[config.mk]
export PLATFORM = sky130hd
export DESIGN_NAME = ptob_ram
export DESIGN_NICKNAME = d
export VERILOG_FILES = /design/src/hw/rtl/ptob_ram.sv
export SDC_FILE = /design/constraint.sdc
export NUM_CORES = 1
export LEC_CHECK = 0
export ABC_AREA = 1
export CELL_PAD_IN_SITES_DETAIL_PLACEMENT = 1
export CELL_PAD_IN_SITES_GLOBAL_PLACEMENT = 1
export CORE_UTILIZATION = 30
export CTS_BUF_LIST = sky130_fd_sc_hd__clkbuf_2 sky130_fd_sc_hd__clkbuf_4 sky130_fd_sc_hd__clkbuf_8
export DETAILED_ROUTE_END_ITERATION = 8
export DONT_BUFFER_PORTS = 1
export HOLD_SLACK_MARGIN = 0.1
export PLACE_DENSITY = 0.63
export RECOVER_POWER = 100
export SETUP_SLACK_MARGIN = 0.05
export SLEW_MARGIN = 20
export SYNTH_ARGS = -nofsm -noshare
export SYNTH_HDL_FRONTEND = slang
export SYNTH_SLANG_ARGS = --single-unit
[constraint.sdc]
create_clock -name clk -period 1.5 [get_ports clk]
set_input_delay 0.3 -clock clk [delete_from_list [all_inputs] [get_ports clk]]
set_output_delay 0.3 -clock clk [all_outputs]
set_load 0.02 [all_outputs]
[src/hw/rtl/ptob_ram.sv]
// ----------------------------------------------------------------------------
// ptob_ram
// Generic single write port, single read port RAM with registered read data.
// ----------------------------------------------------------------------------
`default_nettype none

module ptob_ram #(
	parameter int WIDTH = 8,
	parameter int DEPTH = 16
) (
	input  wire logic                     clk,
	input  wire logic                     we,
	input  wire logic [$clog2(DEPTH)-1:0] waddr,
	input  wire logic [WIDTH-1:0]         wdata,
	input  wire logic                     re,
	input  wire logic [$clog2(DEPTH)-1:0] raddr,
	output logic      [WIDTH-1:0]         rdata
);

	logic [WIDTH-1:0] mem_q [DEPTH];

	always_ff @(posedge clk) begin
		if (we) begin
			mem_q[waddr] <= wdata;
		end
		if (re) begin
			rdata <= mem_q[raddr];
		end
	end

endmodule

`default_nettype wire
==> metrics.txt <==
status complete, no violations; post-layout min period 1.26 ns; Post-DP Area 6200 um^2; Unique masters post-synth 11; Cells after DPL 808; Rows 50; mapped cell area 5850 um^2; area share of the largest cell type after synthesis 69.8%; grt ovf 0; non-filler instance count after layout 848; post-place setup slack 0.124 ns; cell taking the most area after synthesis edfxtp_1; Setup Viol. Count Final 0; PortBufs 0; Ant. Diodes 0; Initial Util 30.9%; final core utilization 34.6%; crit share post-route 84.0%; post-synthesis average cell area 10.6 um^2; Crit Path Category reg -> out; Slew headroom 45.1%; clock root buffer clkbuf_8; DP HPWL 9370 um; DRT antenna net count 0; share of cells above drive strength 1 5.44%; Num CTS Buffers 17; postcts setup bufs 0; initial drt markers 227; Worst setup SP type flip-flop; area delta synth->final 12.0%; Synth Instances 551; Clock Latency Late Sink 0.44 ns; Tightest Pin Transition 0.821 ns; syn nets 570; max cap viols 0; final worst slack 0.240 ns; Data required, critical path 1.20 ns; initial antenna violation count 1; Core ar. 18900 um^2; commonest cells in the netlist nand2_1 (173), edfxtp_1 (136), inv_1 (100), nand3_1 (97), nor2_1 (17); worst vdd ir 0.000508 V; drt first pass iters 6; synth top area cells edfxtp_1 (70%), nand2_1 (11%), nand3_1 (8.3%), inv_1 (6.4%), buf_6 (1.2%); FMAX 0.794 GHz; Die Y 142 um; worst-path fanout max 1; via count 3901; setup tns final 0 ns; CP endpoint kind output pin; static leakage 2.69 nW; vias in the first global route 4190; Global Route Usage Sum 16.5%; #FFs+latches synth 136; total power 7.24 mW; final hold violation count 0; clock skew 0.00933 ns; die footprint 20100 um^2; Slew Viols, Final 0; CTS tree built; cell area after layout 6550 um^2; die width 142 um; via/cell ratio 4.60; dominant synthesized flop cell edfxtp_1; DRC viols 0; first-pass GRT wire length 23700 um; Post-synth EDFFs 136; WL/cell 17.8 um; largest net degree at the start of global routing 66; worst endpoint data arrival time 0.96 ns; FFs w/ async S/R, synth 0%; sequential area share after synthesis 69.8%; gpl congestion 0.741; routed wire length 15100 um; NumNets Final 596; Num Clock Sinks 136; clock-pin transition on the worst setup and hold timing paths 0.07 ns; CTS Buffer Depth 2; I/O pin count 27; top-count cell post-synth nand2_1; H-tree Lvls 4; Hold WC Path Type in -> reg; YS warnings 0; Pwr per Cell Area 1110 nW/um^2; RSZ-0062 raised after global routing no; Hold Slack 0.153 ns
## logic make-up (layout without fill, tap and decap cells)
kind of cell / count (synthesis) / after routing / share of synthesized area (%)
simple gates: 289 / 289 / 20.8
flops: 136 / 136 / 69.8
buf+inv: 126 / 163 / 9.39
## cell usage in the layout, fill, tap and decap left out
master / n
buf_12: 3
buf_4: 2
clkbuf_1: 16
clkbuf_4: 5
clkbuf_8: 17
clkinv_1: 5
clkinv_2: 3
dlygate4sd3_1: 10
edfxtp_1: 136
inv_1: 100
inv_2: 2
nand2_1: 173
nand3_1: 97
nand3b_1: 2
nor2_1: 17
## power breakdown
part | internal (mW) | leakage (nW) | switching (mW)
clock | 1.17 | 0.165 | 1.28
combinational | 0.141 | 1.29 | 0.311
sequential | 4.28 | 1.24 | 0.0510
total | 5.60 | 2.69 | 1.64
## area by class of cell
type,instances,area [um^2]
Clock inverter,8,33.8
Tap cell,260,325
Fill cell,2142,12300
Sequential cell,136,4080
Inverter,102,383
Clock buffer,22,272
Timing Repair Buffer,31,235
Multi-Input combinational cell,289,1210
## repair_timing
action	CTS	global route
hold buffers	10	0
resized for setup	0	0
hold endpoints to repair	142	0
## final timing paths
check | from | endpoint | slack (ns) | cells past startpoint
setup / recovery | rdata[1] | rdata[1] | 0.24 | 0
hold / removal | raddr[2] | rdata[2] | 0.15 | 3
setup reg to reg | mem_q[13][1] | rdata[1] | 0.32 | 6
hold reg to reg | mem_q[12][2] | rdata[2] | 0.76 | 6
## sequential cells by signal, summed over array words and instances, names as in the netlist
register / cells
mem_q: 128
rdata: 8
## layer usage
layer  GRT usage (%)  routed length (um)  vias to the layer above
met1            20.9                6950                     1959
met5               0                   8                        -
met2            26.5                7120                       90
li1                -                   -                     1828
met4            7.53                 359                        2
met3            4.05                 660                       22
(Power assumes the default switching activity.)
